## config.mk

```make
export PLATFORM = sky130hd
export DESIGN_NAME = fwls_ctrl
export DESIGN_NICKNAME = d
export VERILOG_FILES = /design/src/rtl/fwls_pkg.sv /design/src/rtl/fwls_ctrl.sv
export SDC_FILE = /design/constraint.sdc
export NUM_CORES = 1
export LEC_CHECK = 0
export ABC_AREA = 1
export BUFFER_PORTS_ARGS = -buffer_cell sky130_fd_sc_hd__buf_2
export CORE_AREA = 2 2 39 41
export DETAILED_ROUTE_END_ITERATION = 7
export DIE_AREA = 0 0 41 43
export GPL_ROUTABILITY_DRIVEN = 1
export GPL_TIMING_DRIVEN = 0
export HOLD_SLACK_MARGIN = 0.06
export PLACE_DENSITY = 0.34
export SLEW_MARGIN = 20
export SYNTH_ARGS = -nofsm -noshare
export SYNTH_HDL_FRONTEND = slang
export SYNTH_SLANG_ARGS = --single-unit
```

## constraint.sdc

```tcl
create_clock -name clk -period 2.9 [get_ports clk]
set_clock_uncertainty 0.05 [all_clocks]
set_input_delay 0.145 -clock clk [delete_from_list [all_inputs] [get_ports clk]]
set_output_delay 0.145 -clock clk [all_outputs]
set_load 0.005 [all_outputs]
```

## src/rtl/fwls_pkg.sv

```systemverilog
`timescale 1ns / 1ps
// ----------------------------------------------------------------------------
// fwls_pkg
// Shared codes and controller/datapath interface types for the write level
// selector.
// ----------------------------------------------------------------------------
package fwls_pkg;

	localparam int LP_W       = 12;
	localparam int LP_SPACE   = 4096;
	localparam int QUO_SHIFT  = 24;
	localparam int CNT_W      = 8;
	localparam logic [CNT_W-1:0] CNT_MAX = 8'd255;

	localparam logic [2:0] KIND_HOST    = 3'd0;
	localparam logic [2:0] KIND_RECLAIM = 3'd1;
	localparam logic [2:0] KIND_CLOSE   = 3'd2;
	localparam logic [2:0] KIND_VICTIM  = 3'd3;

	localparam logic [2:0] ST_OK       = 3'd0;
	localparam logic [2:0] ST_UNSUP    = 3'd1;
	localparam logic [2:0] ST_UNMAPPED = 3'd2;
	localparam logic [2:0] ST_NOT_OPEN = 3'd3;
	localparam logic [2:0] ST_FULL     = 3'd4;

	localparam logic [1:0] MODE_ADAPTIVE = 2'd0;
	localparam logic [1:0] MODE_STEP     = 2'd1;
	localparam logic [1:0] MODE_RR       = 2'd2;
	localparam logic [1:0] MODE_FIXED    = 2'd3;

	typedef struct packed {
		logic load;
		logic rd;
		logic wb;
		logic clr;
	} cmd_t;

	typedef struct packed {
		logic clear_done;
		logic rsp_full;
	} sts_t;

endpackage

```

## src/rtl/fwls_ctrl.sv

```systemverilog
`timescale 1ns / 1ps
// ----------------------------------------------------------------------------
// fwls_ctrl
// Sequencer: reclaim-count clearing pass, then read / write-back per request.
// ----------------------------------------------------------------------------
module fwls_ctrl (
	input  logic           clk,
	input  logic           arst_n,
	input  logic           req_valid,
	output logic           req_ready,
	input  logic           rsp_ready,
	input  fwls_pkg::sts_t sts,
	output fwls_pkg::cmd_t cmd
);

	typedef enum logic [1:0] {
		S_CLEAR,
		S_IDLE,
		S_RD,
		S_WB
	} state_t;

	state_t state_q;
	logic   can_finish;
	logic   accept;

	assign can_finish = !sts.rsp_full || rsp_ready;
	assign req_ready  = (state_q == S_IDLE) || ((state_q == S_WB) && can_finish);
	assign accept     = req_valid && req_ready;

	assign cmd.load = accept;
	assign cmd.rd   = (state_q == S_RD);
	assign cmd.wb   = (state_q == S_WB) && can_finish;
	assign cmd.clr  = (state_q == S_CLEAR);

	always_ff @(posedge clk or negedge arst_n) begin
		if (!arst_n) begin
			state_q <= S_CLEAR;
		end else begin
			unique case (state_q)
				S_CLEAR: begin
					if (sts.clear_done) begin
						state_q <= S_IDLE;
					end
				end
				S_IDLE: begin
					if (accept) begin
						state_q <= S_RD;
					end
				end
				S_RD: begin
					state_q <= S_WB;
				end
				S_WB: begin
					if (accept) begin
						state_q <= S_RD;
					end else if (can_finish) begin
						state_q <= S_IDLE;
					end
				end
				default: begin
					state_q <= S_IDLE;
				end
			endcase
		end
	end

endmodule

```

[Yosys cells after proc, flatten, opt, wreduce, memory -nomap -nowiden]
Index checks and enable logic that the tools add are counted.
Cells by class
  muxes and demuxes: 5
  reductions and logical operators: 7
  equality and inequality tests: 6
Operators by type and width (count)
  $mux 2: 4
  $pmux 2 s4: 1
  $eq 2x2->1 const B: 2
  $ne 2x2->1 const B: 2
  $ne 3x3->1 const B: 1
  $reduce_and 3->1: 1
  $eq 2x1->1 const B: 1
  $logic_and 1x1->1: 2
  $logic_not 2->1: 1
  $logic_or 1x1->1: 2
  $logic_not 1->1: 1
Word-level totals
  word-level logic and storage cells: 19
  input port bits: 6
  output and inout port bits: 5
  flip-flop bits (word level): 2

[Longest topological paths before layout]
Gate-level depths: netlist of run 1.
  depth after elaboration: 7
  depth in mapped cells: 6
  gate-level depth less buffers: 6

[Least setup slack after synthesis of run 1]
No wires, ideal clock.
  path type: reg-to-output
  start point: reg state_q[0]
  end point: out cmd[3] (netlist name)
  stages on the path, launching flop included: 6
  required time: 2.705 ns
  buffers on the path: 2
  path slack: 1.800 ns
  data arrival time: 0.905 ns
  cell sequence: dfrtp_1 -> buf_6 -> nand2_2 -> o21ai_2 -> and2_4 -> buf_4
On the way
  word-level cells in the longest chain between the ends: 4
  elaborated cells on any way between the ends: 5
  those cells by class: eq/ne (2); reduce/logical (3)
Ends and longest elaborated chain
  start, declared: RTL line fwls_ctrl.sv:23  | state_t state_q;
  start signal, assigned: RTL line fwls_ctrl.sv:38  | state_q <= S_CLEAR;
  start signal, assigned: RTL line fwls_ctrl.sv:43  | state_q <= S_IDLE;
  start signal, assigned: RTL line fwls_ctrl.sv:48  | state_q <= S_RD;
  $eq 2x2->1: RTL line fwls_ctrl.sv:28  | assign req_ready = (state_q == S_IDLE) || ((state_q == S_WB) && can_finish);
  $logic_and 1x1->1: RTL line fwls_ctrl.sv:28
  $logic_or 1x1->1 (*): RTL line fwls_ctrl.sv:28
  net req_ready: RTL line fwls_ctrl.sv:10  | output logic req_ready,
  $logic_and 1x1->1 (*): RTL line fwls_ctrl.sv:29  | assign accept = req_valid && req_ready;
  end, declared: RTL line fwls_ctrl.sv:13  | output fwls_pkg::cmd_t cmd
Mark *: on every way through the listed nets, which the timed path passes. The rest lies on a longest branch.

[Worst setup path in the final report of run 1]
  start point: reg state_q[1]
  end point: out cmd[3] (netlist name)
On the way
  word-level cells in the longest chain between the ends: 4
  elaborated cells on any way between the ends: 5
  those cells by class: eq/ne (2); reduce/logical (3)
Ends and longest elaborated chain (RTL line)
  $eq 2x2->1: fwls_ctrl.sv:28
  $logic_and 1x1->1: fwls_ctrl.sv:28
  $logic_or 1x1->1 (*): fwls_ctrl.sv:28
  $logic_and 1x1->1 (*): fwls_ctrl.sv:29
Mark *: on every way between the ends. The rest lies on a longest branch, timed or not.

==> impl_metrics.ini, run 1 <==
[run_status]
run_status = complete, no violations

[power_and_ir_drop]
netSwitchingFraction_pct = 39.6
clockPowerShare_pct = 21.5
p_comb_share_pct = 57.5
power_switching_mw = 0.111
intPower_mw = 0.170
power.share.sequential_pct = 21.0
p_leak_nw = 0.167
power.density_nw_per_um2 = 993
totalPowerFinal_mw = 0.281
ir_drop_uv = 222

[floorplanning]
placeableCoreArea_sq_um = 1380
die-area_sq_um = 1760
die_width_um = 41
ioPinCount = 11
floorplan.rows = 14
starting_utilization_of_the_core_area_pct = 13.0
dieHeight_um = 43

[logic_synthesis]
synth_top_area_share_pct = 27.8
synth.largest_area_cell = sky130_fd_sc_hd__dfrtp_1
synth_area_leaders = sky130_fd_sc_hd__dfrtp_1, sky130_fd_sc_hd__nand2_1, sky130_fd_sc_hd__nand4_1, sky130_fd_sc_hd__buf_6, sky130_fd_sc_hd__inv_1
synth_seq_cells = 2
synth_cells = 26
synth_fp_nets = 32
cell_area_synth_sq_um = 180
seq_area_frac_synth_pct = 27.8
netlist-cell-type-count = 16
yosysWarningCount = 0
mean_area_per_synthesized_cell_sq_um = 6.93

[placement]
buffers_on_ports = 10
place_congestion = 0.697
hpwlAfterDp_um = 355
place.detailed.instances = 52

[grt]
global_route_wire_length_before_repair_um = 724
grt-ovfl-total = 0
first_global_vias = 215
grtUsageTotal_pct = 6.31
grt_antenna_before_repair = 0
grt_max_degree = 9

[route]
dr_wl_met3_um = 41
route.final.wire_length_um = 441
detail_route_met2_wl_um = 168
m1WireLength_um = 231
route.vias.total = 199
dr.first_iter.drc_count = 4
wire_per_inst_um = 7.88
route.top_layer_used = met3
post_route_drc = 0
first_pass_iters = 4
post_drt_via_cell_ratio = 3.55
route.antenna.remaining_nets = 0

[worst_setup_path]
timing.critical_path.required_ns = 2.71
crit_chain = inv_2, nand2_1, o21ai_2, and2_4, buf_4, buf_2
path_buf_inv = 3
timing.critical_path.arrival_ns = 1.28
critical_path_class = register to output port
critical_path_depth = 6
critical_path.startpoint = state_q[1]
regToRegStartpoint = state_q[1]
max_stage_delay_ns = 0.46
critical_path.endpoint_type = output port
critical_path.startpoint_type = register
r2r_cells = 4
cp_top_family = flip-flops
worstPathMaxFanout = 6
critPathSlowestCell = sky130_fd_sc_hd__dfrtp_1

[min_path]
whs_path_depth = 3
source_of_the_worst_hold_timing_path = sts[1]
hp-class = primary input to register

[sta]
final_period_minus_worst_setup_slack_ns = 1.47
fmax_mhz = 679
hold_vio_cnt_final = 0
timing.final.crit_share_pct = 50.8
tns_ns = 0
maxSlewViolCount = 0
setup_violations = 0
rsz0062_at_grt = no
worst_pin_slew_ns = 0.298
slew_headroom_pct = 80.0

[clock_network]
worst_setup_hold_path_clk_slew_ns = 0.03
cts_tree = done
clock_insertion_delay_worst_skew_ns = 0.22
cts-buffers-inserted = 3
cts.root.buffer_cell = sky130_fd_sc_hd__clkbuf_4
cts-htree-levels = 1
clockBufferDepth = 2
cts.sink_count = 2

[cells_and_area]
number_of_standard_cells_in_the_final_layout_excluding_fillers = 56
final.fill_count = 159
regMostFlops = state_q
final_layout_size_suffix_gt1_share_pct = 50.0
area.growth.synth_to_final_pct = 56.9
fin_util_pct = 20.4
largestRegisters = state_q: 2 flops
highest_count_cells_in_the_layout_ignoring_fill_and_taps = sky130_fd_sc_hd__buf_2, sky130_fd_sc_hd__nand2_1, sky130_fd_sc_hd__inv_1, sky130_fd_sc_hd__nor2_1, sky130_fd_sc_hd__clkbuf_4
design.final.nets = 48
largest_register_ffs = 2
mostFrequentLayoutCell = sky130_fd_sc_hd__buf_2
diodes_inserted = 0

[run]
max_cap_viols = 0
==> what timing repair did <==
action,4_1_cts,5_1_grt
endpoints found under the hold margin,2,0
hold buffers,1,0
gates resized for setup,0,0
setup buffers,0,0
==> power groups by stage <==
stage               Combinational (mW)  Sequential (mW)  Clock (mW)
floorplan                        0.115           0.0550           0
global placement                 0.165           0.0599           0
detailed placement               0.162           0.0595           0
CTS                              0.164           0.0592      0.0648
global route                     0.186           0.0608      0.0656
finish                           0.161           0.0591      0.0603
==> worst paths after layout <==
| path | slack, ns | end |
|---|---|---|
| setup / recovery | 1.43 | cmd[3] |
| hold / removal | 0.13 | state_q[0] |
| setup reg to reg | 1.76 | state_q[1] |
| hold reg to reg | 0.60 | state_q[0] |
| max in group asynchronous | 2.51 | state_q[1] |
| min in group asynchronous | 0.19 | state_q[0] |
==> per-stage QoR <==
stage / area (sq um) / worst slack [ns] / hold WS (ns)
after CTS: 283 / 1.41 / 0.127
after global placement: 250 / 1.63 / -0.117
after detailed placement: 250 / 1.65 / -0.116
after global routing: 283 / 1.34 / 0.154
final: 283 / 1.43 / 0.130
after floorplan: 180 / 1.80 / -0.201
==> layout make-up <==
type,instances,area (sq um),share of cell area (%)
well taps,16,20.0,7.08
multi-input cells,18,96.3,34.1
clock buffers,3,22.5,7.96
plain buffers,2,18.8,6.64
inverters,4,15.0,5.31
flip-flops and latches,2,50.0,17.7
repair buffers,11,60.1,21.2
==> cells in the mapped netlist <==
master / instances
sky130_fd_sc_hd__nand4_1: 2
sky130_fd_sc_hd__nor2_1: 3
sky130_fd_sc_hd__inv_2: 1
sky130_fd_sc_hd__o21ai_2: 1
sky130_fd_sc_hd__nand3_1: 1
sky130_fd_sc_hd__nor3_1: 1
sky130_fd_sc_hd__or2_1: 1
sky130_fd_sc_hd__nand2_1: 5
sky130_fd_sc_hd__buf_4: 1
sky130_fd_sc_hd__and2_4: 1
sky130_fd_sc_hd__inv_1: 3
sky130_fd_sc_hd__buf_6: 1
sky130_fd_sc_hd__nand3b_1: 1
sky130_fd_sc_hd__nor2_2: 1
sky130_fd_sc_hd__dfrtp_1: 2
sky130_fd_sc_hd__nand2_2: 1
==> per-layer routing <==
| metal | GRT usage (%) | up-vias |
|---|---|---|
| met2 | 8.44 | 10 |
| met5 | 0 | - |
| met4 | 6.00 | 0 |
| met1 | 7.64 | 81 |
| met3 | 1.57 | 0 |
| li1 | - | 108 |
==> tightest hold or removal path, delay by kind of cell <==
kind          cells  cell delay (ns)
simple gates      2             0.14
buf+inv           1             0.08
==> kinds of logic after synthesis <==
family                 Yosys count  synth area share [%]
AO/OA/AOI/OAI                    1                  4.86
flip-flops                       2                  27.8
AND/OR/NAND/NOR                 17                  48.6
buffers and inverters            6                  18.7
Note: power is estimated with default switching activity, not from simulation.
==> run 2: changes to the inputs <==
==> constraint.sdc (replaced) <==
create_clock -name clk -period 1.5 [get_ports clk]
set_clock_uncertainty 0.05 [all_clocks]
set_input_delay 0.075 -clock clk [delete_from_list [all_inputs] [get_ports clk]]
set_output_delay 0.075 -clock clk [all_outputs]
set_load 0.005 [all_outputs]
==> impl_metrics.ini, run 2 (synthesis results as in run 1) <==
[run_status]
run_status = complete, no violations

[grt]
grt-ovfl-total = 0
grt_most_used_layer = met2
grt_max_degree = 9
global_route_wire_length_before_repair_um = 724
grt_antenna_before_repair = 0
first_global_vias = 215
met3_usage_pct = 1.57
grt.met1_usage_pct = 7.64
global_route.usage.met2_pct = 8.44
grtUsageTotal_pct = 6.31

[route]
dr.first_iter.drc_count = 4
wire_per_inst_um = 7.88
first_pass_iters = 4
route.antenna.remaining_nets = 0
route.final.wire_length_um = 449
post_drt_via_cell_ratio = 3.53
route.vias.total = 201
post_route_drc = 0

[min_path]
hp-class = primary input to register
source_of_the_worst_hold_timing_path = rsp_ready
whs_path_depth = 4

[clock_network]
cts.sink_count = 2
cts-htree-levels = 1
cts_setup_buffers = 0
cts-buffers-inserted = 3
cts_tree = done
clockBufferDepth = 2
clock_insertion_delay_worst_skew_ns = 0.22
worst_setup_hold_path_clk_slew_ns = 0.03
cts.root.buffer_cell = sky130_fd_sc_hd__clkbuf_4

[sta]
postLayoutSetupSlackWorst_ns = 0.0965
timing.final.crit_share_pct = 93.6
slew_headroom_pct = 80.0
final_period_minus_worst_setup_slack_ns = 1.40
worst_pin_slew_ns = 0.298
tns_ns = 0
rsz0062_at_grt = no
whs_ns = 0.105
hold_vio_cnt_final = 0
setup_violations = 0
maxSlewViolCount = 0
fmax_mhz = 712

[power_and_ir_drop]
ir_drop_uv = 430
netSwitchingFraction_pct = 39.5
power.density_nw_per_um2 = 1860
power.share.sequential_pct = 21.0
clockPowerShare_pct = 21.4
intPower_mw = 0.330
totalPowerFinal_mw = 0.545
p_comb_share_pct = 57.6
p_leak_nw = 0.171
power_switching_mw = 0.215

[cells_and_area]
final.fill_count = 158
largest_register_ffs = 2
final_area_sq_um = 293
fin_util_pct = 21.2
final_layout_size_suffix_gt1_share_pct = 48.8
diodes_inserted = 0
largestRegisters = state_q: 2 flops
highest_count_cells_in_the_layout_ignoring_fill_and_taps = sky130_fd_sc_hd__buf_2, sky130_fd_sc_hd__nand2_1, sky130_fd_sc_hd__inv_1, sky130_fd_sc_hd__nor2_1, sky130_fd_sc_hd__clkbuf_4
mostFrequentLayoutCell = sky130_fd_sc_hd__buf_2
regMostFlops = state_q
number_of_standard_cells_in_the_final_layout_excluding_fillers = 57
area.growth.synth_to_final_pct = 62.5
design.final.nets = 49

[floorplanning]
ioPinCount = 11
die_width_um = 41
dieHeight_um = 43
floorplan.rows = 14
placeableCoreArea_sq_um = 1380
starting_utilization_of_the_core_area_pct = 13.0
die-area_sq_um = 1760

[placement]
dpl_cell_area_sq_um = 250
pre_cts_ws_ns = 0.322
hpwlAfterDp_um = 355
place.detailed.instances = 52
buffers_on_ports = 10
place_congestion = 0.697

[worst_setup_path]
critical_path_class = register to output port
critical_path.startpoint_type = register
path_buf_inv = 3
regToRegStartpoint = state_q[1]
critical_path.startpoint = state_q[1]
critical_path_depth = 6
timing.critical_path.required_ns = 1.37
max_stage_delay_ns = 0.46
r2r_cells = 4
crit_chain = inv_2, nand2_1, o21ai_2, and2_4, buf_4, buf_2
critical_path.endpoint_type = output port
cp_top_family = flip-flops
timing.critical_path.arrival_ns = 1.28
worstPathMaxFanout = 6
critPathSlowestCell = sky130_fd_sc_hd__dfrtp_1

[run]
max_cap_viols = 0
[run 2: cell types whose count changed in the layout (fill, tap and decap cells not counted)]
| cell | delta |
|---|---|
| sky130_fd_sc_hd__dlygate4sd3_1 | +1 |
[run 2: final timing paths]
path / to / slack, ns
worst min-delay path: state_q[1] / 0.11
min in group asynchronous: state_q[0] / 0.12
max in group asynchronous: state_q[1] / 1.18
worst min register to register: state_q[0] / 0.60
worst max register to register: state_q[1] / 0.36
worst max-delay path: cmd[3] / 0.1
[run 2: per-layer routing]
metal / wire (um) / vias to the layer above
met3: 38 / 0
met4: 0 / 0
met1: 239 / 81
met5: 0 / -
met2: 171 / 10
li1: - / 110
[run 2: tightest hold or removal path, cell delays in order]
cell and delay, ns:
sky130_fd_sc_hd__buf_2 0.07, sky130_fd_sc_hd__inv_1 0.04, sky130_fd_sc_hd__nand4_1 0.09, sky130_fd_sc_hd__nand2_1 0.06
[run 2: cell type report]
type	instances	area (sq um)	area share [%]
Multi-Input combinational cell	18	96.3	32.9
Timing Repair Buffer	12	70.1	23.9
Sequential cell	2	50.0	17.1
Clock buffer	3	22.5	7.69
Tap cell	16	20.0	6.84
Buffer	2	18.8	6.41
Inverter	4	15.0	5.13
[run 2: what timing repair did]
item                                   4_1_cts  5_1_grt
endpoints found under the hold margin        3        0
hold buffers                                 2        0
resized for setup                            0        0
[run 2: power groups by stage]
stage               combinational, mW  clock [mW]  sequential [mW]
global route                    0.362       0.127            0.118
detailed placement              0.314           0            0.115
floorplan                       0.222           0            0.106
finish                          0.314       0.117            0.114
global placement                0.318           0            0.116
CTS                             0.319       0.125            0.114
